===== config.mk =====
export PLATFORM = sky130hd
export DESIGN_NAME = mmq_fifo_cell
export DESIGN_NICKNAME = d
export VERILOG_FILES = /design/src/design/mmq_pkg.sv /design/src/design/mmq_fifo_cell.sv
export SDC_FILE = /design/constraint.sdc
export NUM_CORES = 1
export LEC_CHECK = 0
export BUFFER_PORTS_ARGS = -buffer_cell sky130_fd_sc_hd__buf_2
export CAP_MARGIN = 10
export CORE_MARGIN = 5
export CORE_UTILIZATION = 41
export DETAILED_ROUTE_END_ITERATION = 16
export PLACE_DENSITY = 0.8
export RECOVER_POWER = 50
export SETUP_SLACK_MARGIN = 0.4
export SLEW_MARGIN = 20
export SYNTH_ARGS = -nofsm -noshare
export SYNTH_HDL_FRONTEND = slang
export SYNTH_SLANG_ARGS = --single-unit

===== constraint.sdc =====
create_clock -name clk -period 2.6 [get_ports clk]
set_input_delay 0.52 -clock clk [delete_from_list [all_inputs] [get_ports clk]]
set_output_delay 0.52 -clock clk [all_outputs]
set_load 0.005 [all_outputs]

===== src/design/mmq_pkg.sv =====
// Shared types and constants for the monotonic minimum queue.
// Used by the storage cells and by the top level; depends on nothing.
`timescale 1ns / 1ps
`default_nettype none

package mmq_pkg;

	localparam int DEPTH_DEF      = 64;
	localparam int VALUE_BITS_DEF = 32;
	localparam int TAG_BITS_DEF   = 20;

	localparam logic ACT_PUSH = 1'b0;
	localparam logic ACT_POP  = 1'b1;

	typedef enum logic [1:0] {
		ERR_OK         = 2'd0,
		ERR_POP_EMPTY  = 2'd1,
		ERR_PUSH_FULL  = 2'd2
	} err_code_t;

	// Update command broadcast along a row of cells.
	typedef struct packed {
		logic push;
		logic pop;
	} cell_ctrl_t;

endpackage

`default_nettype wire


===== src/design/mmq_fifo_cell.sv =====
// One entry of the queue shift row: loads a new pair at the tail position
// and takes its upper neighbour's pair when the head leaves. Uses mmq_pkg.
`timescale 1ns / 1ps
`default_nettype none

module mmq_fifo_cell #(
	parameter int VALUE_BITS = mmq_pkg::VALUE_BITS_DEF,
	parameter int TAG_BITS   = mmq_pkg::TAG_BITS_DEF
) (
	input  wire                               clk,
	input  mmq_pkg::cell_ctrl_t               ctrl,
	input  wire                               wr_here,
	input  wire logic signed [VALUE_BITS-1:0] din_value,
	input  wire logic        [TAG_BITS-1:0]   din_tag,
	input  wire logic signed [VALUE_BITS-1:0] nb_value,
	input  wire logic        [TAG_BITS-1:0]   nb_tag,
	output logic signed      [VALUE_BITS-1:0] value,
	output logic             [TAG_BITS-1:0]   tag
);
	import mmq_pkg::*;

	logic signed [VALUE_BITS-1:0] value_q;
	logic        [TAG_BITS-1:0]   tag_q;

	always_ff @(posedge clk) begin
		if (ctrl.push && wr_here) begin
			value_q <= din_value;
			tag_q   <= din_tag;
		end else if (ctrl.pop) begin
			value_q <= nb_value;
			tag_q   <= nb_tag;
		end
	end

	assign value = value_q;
	assign tag   = tag_q;

endmodule

`default_nettype wire


After elaboration in Yosys (flattened, before gate mapping)
Cells that the tools add are included.
{ "op_classes": {"n_eq_ne": 0, "bitwise_logic": 0, "n_shift": 0, "multipliers": 0, "div": 0, "n_mux": 4, "reduce_logical": 2, "order_cmp": 0, "add_sub_neg": 0} }
{ "ops": {"columns": ["operator", "count"], "rows": [
  ["32-bit two-way mux", 2],
  ["20-bit two-way mux", 2],
  ["2-bit nonzero test", 1],
  ["1-bit logical AND", 1]
]} }
{ "word_totals": {"rom_bits": 0, "output_inout_bits": 52, "wordCells": 8, "reg_bits": 52, "memories": 0, "ram_bits": 0, "latch_bits": 0, "input_bits": 108} }

Longest topological paths before layout
{ "depth": {"depth_word": 2, "depth_mapped": 3, "mapped_depth_nobuf": 2} }

Least setup slack after synthesis
OpenSTA, ideal clock, no wires.
{ "synth_path": {"path_kind": "in2reg", "startpoint": "input ctrl[1] (netlist bit)", "endpoint": "register tag_q[0] (netlist: tag[0]), enable pin", "path_stages": 3, "required_ns": 2.189, "path_slack_ns": 0.211, "arrival_time_ns": 1.978, "cell_sequence": "nand2_4 clkbuf_8 or2b_1"} }
{ "synth_between": {"elab_chain_len": 2} }
{ "synth_rtl": {"columns": ["item", "line", "text"], "rows": [
  ["from (decl)", "mmq_fifo_cell.sv:11", "input mmq_pkg::cell_ctrl_t ctrl,"],
  ["1-bit logical AND", "mmq_fifo_cell.sv:26", "if (ctrl.push && wr_here) begin"],
  ["2-bit nonzero test (no source line)", null, null],
  ["to (signal assigned)", "mmq_fifo_cell.sv:28", "tag_q <= din_tag;"],
  ["to (signal assigned)", "mmq_fifo_cell.sv:31", "tag_q <= nb_tag;"],
  ["to (decl)", "mmq_fifo_cell.sv:23", "logic [TAG_BITS-1:0] tag_q;"]
]} }
No other way between the ends.
A chain may end at the register's enable or synchronous reset.

Final worst setup path
{ "layout_path": {"startpoint": "input ctrl[1] (netlist bit)", "endpoint": "register value_q[30] (netlist: value[30]), enable pin"} }
{ "layout_between": {"elab_chain_len": 2} }
{ "layout_rtl": {"columns": ["item", "line", "text"], "rows": [
  ["1-bit logical AND", "mmq_fifo_cell.sv:26", null],
  ["2-bit nonzero test (no source line)", null, null],
  ["to (signal assigned)", "mmq_fifo_cell.sv:27", "value_q <= din_value;"],
  ["to (signal assigned)", "mmq_fifo_cell.sv:30", "value_q <= nb_value;"],
  ["to (decl)", "mmq_fifo_cell.sv:22", "logic signed [VALUE_BITS-1:0] value_q;"]
]} }
No other way between the ends.

==> metrics.yaml <==
status:
  outcome: "finished clean"
floorplan:
  die_area_um2: 7070
  initial_utilization_pct: 41.6
  fp.dieH_um: 84.1
  core_area_um2: 5410
  die_w_um: 84.1
  row_count: 27
  io_pins: 160
clock_tree:
  root_buffer: "clkbuf_8"
  hold_buffers: 0
  postCtsSetupBuffers: 0
  ctsHtreeMaxLevel: 2
  cts_buffers: 5
  cts_max_path_buffers: 2
  clock_sinks: 52
  post_cts_resized: 0
  cts_tree: "done"
  path_clk_slew_ps: 90
finish:
  fin_area_um2: 3110
  postLayoutCoreUtil_pct: 57.6
  syn_to_final_growth_pct: 38.3
  nets: 381
  drive_above_1_share_pct: 67.2
  diodes: 0
  fill_cells: 480
placement:
  post-place-ws_ps: 593
  place.gp.congestion: 0.761
  port-buffer-count: 159
  placed_area_um2: 3080
  dp_hpwl_mm: 4.27
timing:
  finalHoldViolCount: 0
  fmax_ghz: 0.586
  finalSetupViolCount: 0
  rsz0062_at_grt: "false"
  fin_tns_setup_ps: 0
  final.min_clock_period_ps: 1710
  slew-limit-headroom_pct: 25.4
  fin_crit_sh_pct: 65.7
  setup_ws_ps: 893
  tightest_slew_ps: 1120
  slew_violations: 0
setup_path:
  crit_end: "value[30]"
  cp.required_ps: 2520
  slowest_delay_ps: 890
  crit_type: "primary input to flip-flop"
  crit_fanout: 52
  crit_path_start: "ctrl[1]"
  end_kind: "flip-flop"
  cp_num_cells: 3
  startpoint_type: "primary input"
  critical_path.slowest_cell: "or2b_2"
  critPathTopFamily: "simple AND/OR/NAND/NOR gates"
  worstPathArrival_ps: 1630
  path_cells: "clkbuf_1 > nand2_4 > or2b_2"
  critPathBufInv: 1
synthesis:
  yosys_warnings: 0
  async_reset_ff_share_pct: 0
  synth_area_um2: 2250
  synth_largest_area_cell: "edfxtp_1"
  syn_inst: 111
  ys_types: 6
  synth_nets: 219
  synth-edff-count: 52
  syn_area_per_cell_um2: 20.3
  ys_seq_area_share_pct: 69.4
  synth_most_common_cell: "edfxtp_1"
  synth_top_area_share_pct: 69.4
  yosys-top-cells-count: "52 x edfxtp_1, 48 x mux2_2, 5 x clkbuf_8"
  synthTopCellsByArea: "edfxtp_1 69%, mux2_2 24%, clkbuf_8 3.1%, mux2_4 2.7%, nand2_4 0.50%"
  ys_seq_elements: 52
  ys.flop_type: "edfxtp_1"
routing:
  via_per_inst: 4.55
  wl_per_cell_um: 15.8
  firstDrtPassIters: 4
  wl_mm: 5.47
  post-route-drc-count: 0
  vias: 1576
  drt-initial-drc-count: 53
  ant_nets: 0
power_and_ir_drop:
  p_per_area_nw_per_um2: 572
  total_leakage_power_uw: 0.00134
  ir_drop_mv: 0.395
  power_uw: 1780
grt:
  grt_pass1_vias: 1769
  antenna_found_initial: 0
  grt-ovfl-total: 0
  grt_use_total_pct: 15.2
  grt_pass1_wl_mm: 8.42
  grt_max_degree: 53
run:
  timing.max_cap.violations: 0
hold_path:
  hold_class: "primary input to flip-flop"
==> state kept, by name, indices dropped and copies added, names as in the netlist <==
| register | cells |
|---|---|
| value | 32 |
| tag | 20 |
==> area by class of cell <==
type                    instances  area (um^2)  share of cell area (%)
clock buffers                   5         68.8                    2.21
clock inverters                 3         13.8                   0.442
multi-input cells              54          621                    19.9
flip-flops and latches         52         1560                    50.2
well taps                      72         90.1                    2.90
repair buffers                160          757                    24.3
==> stage by stage <==
step / cells / hold WS [ps]
after global placement: 338 / 821
after floorplan: 111 / 737
after detailed placement: 338 / 825
after CTS: 346 / 507
after global routing: 346 / 506
final: 346 / 515
==> routing by layer <==
| metal | wire length [um] | global-route usage [%] | up-vias |
|---|---|---|---|
| met5 | 0 | 0 | - |
| li1 | - | - | 756 |
| met4 | 65 | 4.39 | 0 |
| met1 | 1840 | 15.5 | 745 |
| met2 | 3040 | 28.0 | 68 |
| met3 | 521 | 6.22 | 7 |
==> power by group <==
part           switching, uW  total, uW  internal (uW)
sequential              24.9       1060           1030
clock                    254        437            183
combinational            124        284            159
==> layout by cell type, fill, tap and decap left out, types with 2 or more instances in the layout <==
cell type / instances
edfxtp_1: 52
clkbuf_8: 5
clkbuf_1: 37
buf_2: 122
clkinv_2: 2
mux2_2: 48
mux2_4: 4
==> logic make-up (layout without fill, tap and decap cells) <==
group         after synthesis  in the layout  share of synthesized area [%]
buf+inv                     5            168                           3.06
flops                      52             52                           69.4
mux                        52             52                           26.7
simple gates                2              2                          0.834
==> worst min path at each step <==
| stage | startpoint | to | slack [ps] | depth (start not counted) |
|---|---|---|---|---|
| finish | din_value[29] | value[29] | 520 | 2 |
| floorplan | nb_value[22] | value[22] | 740 | 1 |
| global placement | nb_value[28] | value[28] | 820 | 2 |
| CTS | din_value[29] | value[29] | 510 | 2 |
| detailed placement | nb_value[24] | value[24] | 820 | 2 |
| global route | din_value[10] | value[10] | 510 | 2 |
Power figures use the tool's default switching activity.
