## config.mk

```make
export PLATFORM = sky130hd
export DESIGN_NAME = mmq_mono_cell
export DESIGN_NICKNAME = d
export VERILOG_FILES = /design/src/design/mmq_pkg.sv /design/src/design/mmq_mono_cell.sv
export SDC_FILE = /design/constraint.sdc
export NUM_CORES = 1
export LEC_CHECK = 0
export ABC_AREA = 1
export BUFFER_PORTS_ARGS = -buffer_cell sky130_fd_sc_hd__clkbuf_2
export CAP_MARGIN = 20
export CELL_PAD_IN_SITES_DETAIL_PLACEMENT = 0
export CELL_PAD_IN_SITES_GLOBAL_PLACEMENT = 1
export CORE_ASPECT_RATIO = 2
export CORE_MARGIN = 3
export CORE_UTILIZATION = 30
export CTS_CLUSTER_DIAMETER = 50
export CTS_CLUSTER_SIZE = 8
export DETAILED_ROUTE_END_ITERATION = 6
export PLACE_DENSITY = 0.91
export SYNTH_ARGS = -nofsm -noshare
export SYNTH_HDL_FRONTEND = slang
export SYNTH_SLANG_ARGS = --single-unit
export TNS_END_PERCENT = 1
```

## constraint.sdc

```tcl
create_clock -name clk -period 4.09 [get_ports clk]
set_input_delay 0.818 -clock clk [delete_from_list [all_inputs] [get_ports clk]]
set_output_delay 0.818 -clock clk [all_outputs]
set_load 0.02 [all_outputs]
```

## src/design/mmq_pkg.sv

```systemverilog
// Shared types and constants for the monotonic minimum queue.
// Used by the storage cells and by the top level; depends on nothing.
`timescale 1ns / 1ps
`default_nettype none

package mmq_pkg;

	localparam int DEPTH_DEF      = 64;
	localparam int VALUE_BITS_DEF = 32;
	localparam int TAG_BITS_DEF   = 20;

	localparam logic ACT_PUSH = 1'b0;
	localparam logic ACT_POP  = 1'b1;

	typedef enum logic [1:0] {
		ERR_OK         = 2'd0,
		ERR_POP_EMPTY  = 2'd1,
		ERR_PUSH_FULL  = 2'd2
	} err_code_t;

	// Update command broadcast along a row of cells.
	typedef struct packed {
		logic push;
		logic pop;
	} cell_ctrl_t;

endpackage

`default_nettype wire

```

## src/design/mmq_mono_cell.sv

```systemverilog
// One entry of the monotonic side row: drops itself when it exceeds a new
// value, takes the new pair at the first free slot, shifts on a head match.
// Uses mmq_pkg.
`timescale 1ns / 1ps
`default_nettype none

module mmq_mono_cell #(
	parameter int VALUE_BITS = mmq_pkg::VALUE_BITS_DEF,
	parameter int TAG_BITS   = mmq_pkg::TAG_BITS_DEF
) (
	input  wire                               clk,
	input  wire                               arst_n,
	input  mmq_pkg::cell_ctrl_t               ctrl,
	input  wire logic signed [VALUE_BITS-1:0] din_value,
	input  wire logic        [TAG_BITS-1:0]   din_tag,
	input  wire                               prev_keep,
	input  wire logic signed [VALUE_BITS-1:0] nb_value,
	input  wire logic        [TAG_BITS-1:0]   nb_tag,
	input  wire                               nb_occ,
	output logic signed      [VALUE_BITS-1:0] value,
	output logic             [TAG_BITS-1:0]   tag,
	output logic                              occ,
	output logic                              keep,
	output logic signed      [VALUE_BITS-1:0] nxt_value,
	output logic                              nxt_occ
);
	import mmq_pkg::*;

	logic signed [VALUE_BITS-1:0] value_q;
	logic        [TAG_BITS-1:0]   tag_q;
	logic                         occ_q;
	logic                         wr;
	logic        [TAG_BITS-1:0]   nxt_tag;

	// The row is non-decreasing, so the kept cells always form a prefix and
	// the new pair lands just above the last of them.
	assign keep = occ_q && !(value_q > din_value);
	assign wr   = prev_keep && !keep;

	always_comb begin
		nxt_value = value_q;
		nxt_tag   = tag_q;
		nxt_occ   = occ_q;
		if (ctrl.push) begin
			nxt_occ = keep || wr;
			if (wr) begin
				nxt_value = din_value;
				nxt_tag   = din_tag;
			end
		end else if (ctrl.pop) begin
			nxt_value = nb_value;
			nxt_tag   = nb_tag;
			nxt_occ   = nb_occ;
		end
	end

	always_ff @(posedge clk or negedge arst_n) begin
		if (!arst_n) begin
			occ_q <= 1'b0;
		end else begin
			occ_q <= nxt_occ;
		end
	end

	always_ff @(posedge clk) begin
		value_q <= nxt_value;
		tag_q   <= nxt_tag;
	end

	assign value = value_q;
	assign tag   = tag_q;
	assign occ   = occ_q;

endmodule

`default_nettype wire

```

Word-level counts from Yosys, hierarchy flattened
Index checks and enable logic that the tools add are counted.
{"block": "totals", "wordCells": 20, "input_bits": 110, "regBits": 53}
{"block": "op_classes", "mux": 8, "magnitude_cmp": 1, "eq_ne": 1, "n_reduce_logical": 7}
{"op": "$mux 32", "count": 3}
{"op": "$mux 20", "count": 3}
{"op": "$gt 32x32->1", "count": 1}
{"op": "$logic_and 1x1->1", "count": 2}
{"op": "$logic_not 1->1", "count": 2}
{"op": "$mux 1", "count": 2}
{"op": "$ne 2x1->1 const B", "count": 1}
{"op": "$reduce_and 2->1", "count": 1}
{"op": "$reduce_bool 2->1", "count": 1}
{"op": "$logic_or 1x1->1", "count": 1}

Depth between registers and ports, before layout
{"block": "logic_depth", "depth_word": 7, "depth_mapped": 22, "mapped_depth_nobuf": 21}

Worst setup path before layout
No wires, ideal clock.
{"block": "synth_timing", "path_type": "input -> register", "start": "in din_value[31]", "end": "reg tag_q[0] (netlist: tag[0]), enable pin", "n_path_buf": 1, "path_stages": 13, "path_slack_ps": 634, "arrival_ps": 3057, "t_required_ps": 3690, "path_cell_list": "inv_1 -> ha_1 -> a21oi_1 -> o21a_1 -> nand2_1 -> a21oi_1 -> nand3_1 -> nand2_1 -> nand2_2 -> nand2_4 -> nand2_4 -> buf_6 -> o21ai_1"}
{"block": "synth_between", "elab_chain_cells": 7}
{"element": "start: declaration", "line": "mmq_mono_cell.sv:14", "rtl": "input wire logic signed [VALUE_BITS-1:0] din_value,"}
{"element": "$gt 32x32->1", "line": "mmq_mono_cell.sv:37", "rtl": "assign keep = occ_q && !(value_q > din_value);"}
{"element": "$logic_not 1->1", "line": "mmq_mono_cell.sv:37"}
{"element": "$logic_and 1x1->1", "line": "mmq_mono_cell.sv:37"}
{"element": "$logic_not 1->1", "line": "mmq_mono_cell.sv:38", "rtl": "assign wr = prev_keep && !keep;"}
{"element": "$logic_and 1x1->1", "line": "mmq_mono_cell.sv:38"}
{"element": "$ne 2x1->1 (no line)"}
{"element": "$reduce_and 2->1 (no line)"}
{"element": "end signal: assignment", "line": "mmq_mono_cell.sv:67", "rtl": "tag_q <= nxt_tag;"}
{"element": "end: declaration", "line": "mmq_mono_cell.sv:30", "rtl": "logic [TAG_BITS-1:0] tag_q;"}
No other way between the ends.
A chain may end at the register's enable or synchronous reset.

Final worst setup path
{"block": "layout_timing", "start": "in din_value[31]", "end": "out nxt_value[1]"}
{"block": "layout_between", "elab_chain_cells": 7}
{"element": "$gt 32x32->1", "line": "mmq_mono_cell.sv:37"}
{"element": "$logic_not 1->1", "line": "mmq_mono_cell.sv:37"}
{"element": "$logic_and 1x1->1", "line": "mmq_mono_cell.sv:37"}
{"element": "$logic_not 1->1", "line": "mmq_mono_cell.sv:38"}
{"element": "$logic_and 1x1->1", "line": "mmq_mono_cell.sv:38"}
{"element": "$mux 32", "line": "mmq_mono_cell.sv:46", "rtl": "if (wr) begin"}
{"element": "$mux 32", "line": "mmq_mono_cell.sv:44", "rtl": "if (ctrl.push) begin"}
{"element": "end: declaration", "line": "mmq_mono_cell.sv:24", "rtl": "output logic signed [VALUE_BITS-1:0] nxt_value,"}
No other way between the ends.

==> metrics <==
run status=finished, final reports clean; Leakage=2.86 nW; XOR/XNOR Fraction of Synth Area=0%; Worst-path clk slew=0.08 ns; hold-fix buffers at CTS=0; area delta synth->final=36.3%; Max Root-Sink Buffers=2; row count=56; Largest delay share family, worst path=simple AND/OR/NAND/NOR gates; first-pass GRT wire length=18500 um; cts bufs inserted=5; DRT Pass-1 Iters=6; Fmax achieved=268 MHz; Tcrit/Tclk final=91.3%; sequential cell area fraction in the yosys report=35.1%; count of final hold-check violations=0; Worst Skew=0.00615 ns; Post-Syn Area per Cell=6.87 um^2; Top FF cell, synth=dfxtp_1; RSZ-0062 raised after global routing=false; critical path buffer and inverter count=4; Clock Tree Root=clkbuf_16; Distinct cells, synth=22; synthesized area=3600 um^2; Slew Limit Headroom=65.4%; WL/cell=13.3 um; Initial Util=30.6%; Sink Count=53; grt ovf=0; CP Launch Type=input port; Die Ht=161 um; Worst-Skew Late Latency=0.30 ns; Filler cells=1314; Critical Path Sink Type=output port; Clk pwr share=25.2%; simple-gate share of the synthesized area=29.8%; Area contributors post-synth=dfxtp_1 (18%), edfxtp_1 (17%), nand2_1 (16%); antenna-violating nets left=0; initial antenna violation count=0; cts repair resizes=0; Die ar.=13400 um^2; proportion of synthesized area in mux cells=0%; total negative setup slack=0 ns; CTS tree=yes; total wire length=11400 um; Syn Nets=667; slowest CP cell=ha_1; crit path kind=input port to output port; Gate power share=40.8%; Reg power frac=34.0%; P_int=0.00122 W; Adder-Cell Fraction of Synth Area=11.1%; Max Cap Viol=0; Slew @ Worst Pin=0.518 ns; area leader, netlist=dfxtp_1; vias in the first global route=4001; RePlAce Congestion=0.820; P_sw=0.000807 W; Synth top area share=17.8%; fin. max-slew vios=0; crit path DAT=2.91 ns; layout cells sized above 1=32.7%; Hold Path Class=input port to asynchronous set/reset pin; first-iteration detailed-routing DRC count=149; Post-synth top cells=nand2_1 (155), inv_1 (76), nand3_1 (67); IO Pins=197; crit-path max FO=17; cells after synthesis=525; VDD IR-drop max=0.000190 V; CP cell instances=clkbuf_2 > inv_1 > ha_1 > nand2_1 > nor2_2 > nand2_1 > nor2_2 > nand2_1 > nand2_1 > nand2_1 > nand2_1 > nand2_2 > nand2_8 > nand2_8 > buf_4 > nand2_1 > nand3_1 > nand2_1 > clkbuf_2; EDFF count, synth=20; clock period minus worst slack=3.73 ns; Port Buf Inserts=196; Pwr Density=412 nW/um^2; most frequent CP cell=nand2_1; Net Sw Frac=39.9%; GRT Overall Usage=17.0%; Setup Fix Bufs, Post-CTS=0; most frequent cell after synthesis=nand2_1; H-tree depth=2; largest family of logic cells by synthesized area=simple AND/OR/NAND/NOR gates; warnings from Yosys=0; worst hold margin=0.279 ns; # DRC=0; hpwl dp=9370 um; largest net degree at the start of global routing=45; CP peak stage delay=0.33 ns; Inserted Diodes=0; final-report setup violation count=0; worst path required time=3.27 ns; core area=11800 um^2; final net count=851; vias per cell=4.56; via count=3899; async set-reset flop share out of synthesis=1.89%; flops & latches, synth=53; Synth Area in Compound Gates=11.9%; Die W=83.5 um
[cell type report]
type / count / area (um^2) / share of cell area [%]
clock buffers: 5 / 125 / 2.55
clock inverters: 3 / 47.5 / 0.968
repair buffers: 206 / 1080 / 21.9
well taps: 145 / 181 / 3.69
multi-input cells: 367 / 1930 / 39.3
flip-flops and latches: 53 / 1270 / 25.8
inverters: 76 / 285 / 5.81
[sequential cells by signal (all words and copies together), names as in the netlist]
name and cells:
occ 1, value 32, tag 20
[cells in the final DEF (no fill, tap or decap)]
cell,n
clkbuf_2,195
nand2_1,155
inv_1,75
nand3_1,67
a21oi_1,44
o21ai_0,37
ha_1,32
dfxtp_1,32
edfxtp_1,20
nor2_1,11
nand2_2,11
buf_4,8
clkbuf_16,5
nor2_2,2
nand4_1,2
nand2_8,2
inv_6,2
a21o_1,1
o21a_1,1
a21oi_2,1
inv_2,1
o21ai_2,1
bufinv_16,1
buf_2,1
dfrtp_1,1
buf_12,1
buf_8,1
[cells by family after synthesis]
family                   after synthesis
adder cells (fa/ha/maj)               32
buffers and inverters                105
AND/OR/NAND/NOR                      250
AO/OA/AOI/OAI                         85
flip-flops                            53
[path summary, 6_finish.rpt]
check	from	end	slack, ns	cells after the start
worst max-delay path	din_value[31]	nxt_value[1]	0.36	19
worst min-delay path	arst_n	occ	0.28	1
worst max register to register	value[31]	tag[17]	1.48	15
worst min register to register	value[15]	value[15]	0.61	4
max in group asynchronous	arst_n	occ	3.73	1
min in group clk	value[15]	value[15]	0.61	4
[stage by stage]
step | area [um^2] | worst slack [ns] | power (W) | utilization [%] | instances
5_1_grt | 4910 | 0.0316 | 0.00218 | 41.7 | 855
4_1_cts | 4880 | 0.213 | 0.00204 | 41.5 | 855
3_3_place_gp | 4710 | 0.248 | 0.00152 | 40.0 | 847
2_1_floorplan | 3600 | 0.634 | 0.00124 | - | 525
3_5_place_dp | 4710 | 0.219 | 0.00152 | 40.0 | 847
6_report | 4910 | 0.357 | 0.00202 | 41.7 | 855
[power groups by stage]
stage / Combinational, W / Clock (W) / Sequential (W)
2_1_floorplan: 0.000458 / 0 / 0.000781
5_1_grt: 0.000935 / 0.000545 / 0.000699
3_5_place_dp: 0.000823 / 0 / 0.000701
4_1_cts: 0.000825 / 0.000526 / 0.000689
3_3_place_gp: 0.000818 / 0 / 0.000700
6_report: 0.000826 / 0.000509 / 0.000688
[routing by layer]
layer  GRT usage, %  part of all wire, %
met1           16.7                   35
met2           34.9                   58
met3           2.50                  5.1
met4           5.93                  2.0
met5              0                    0
Power figures use the tool's default switching activity.
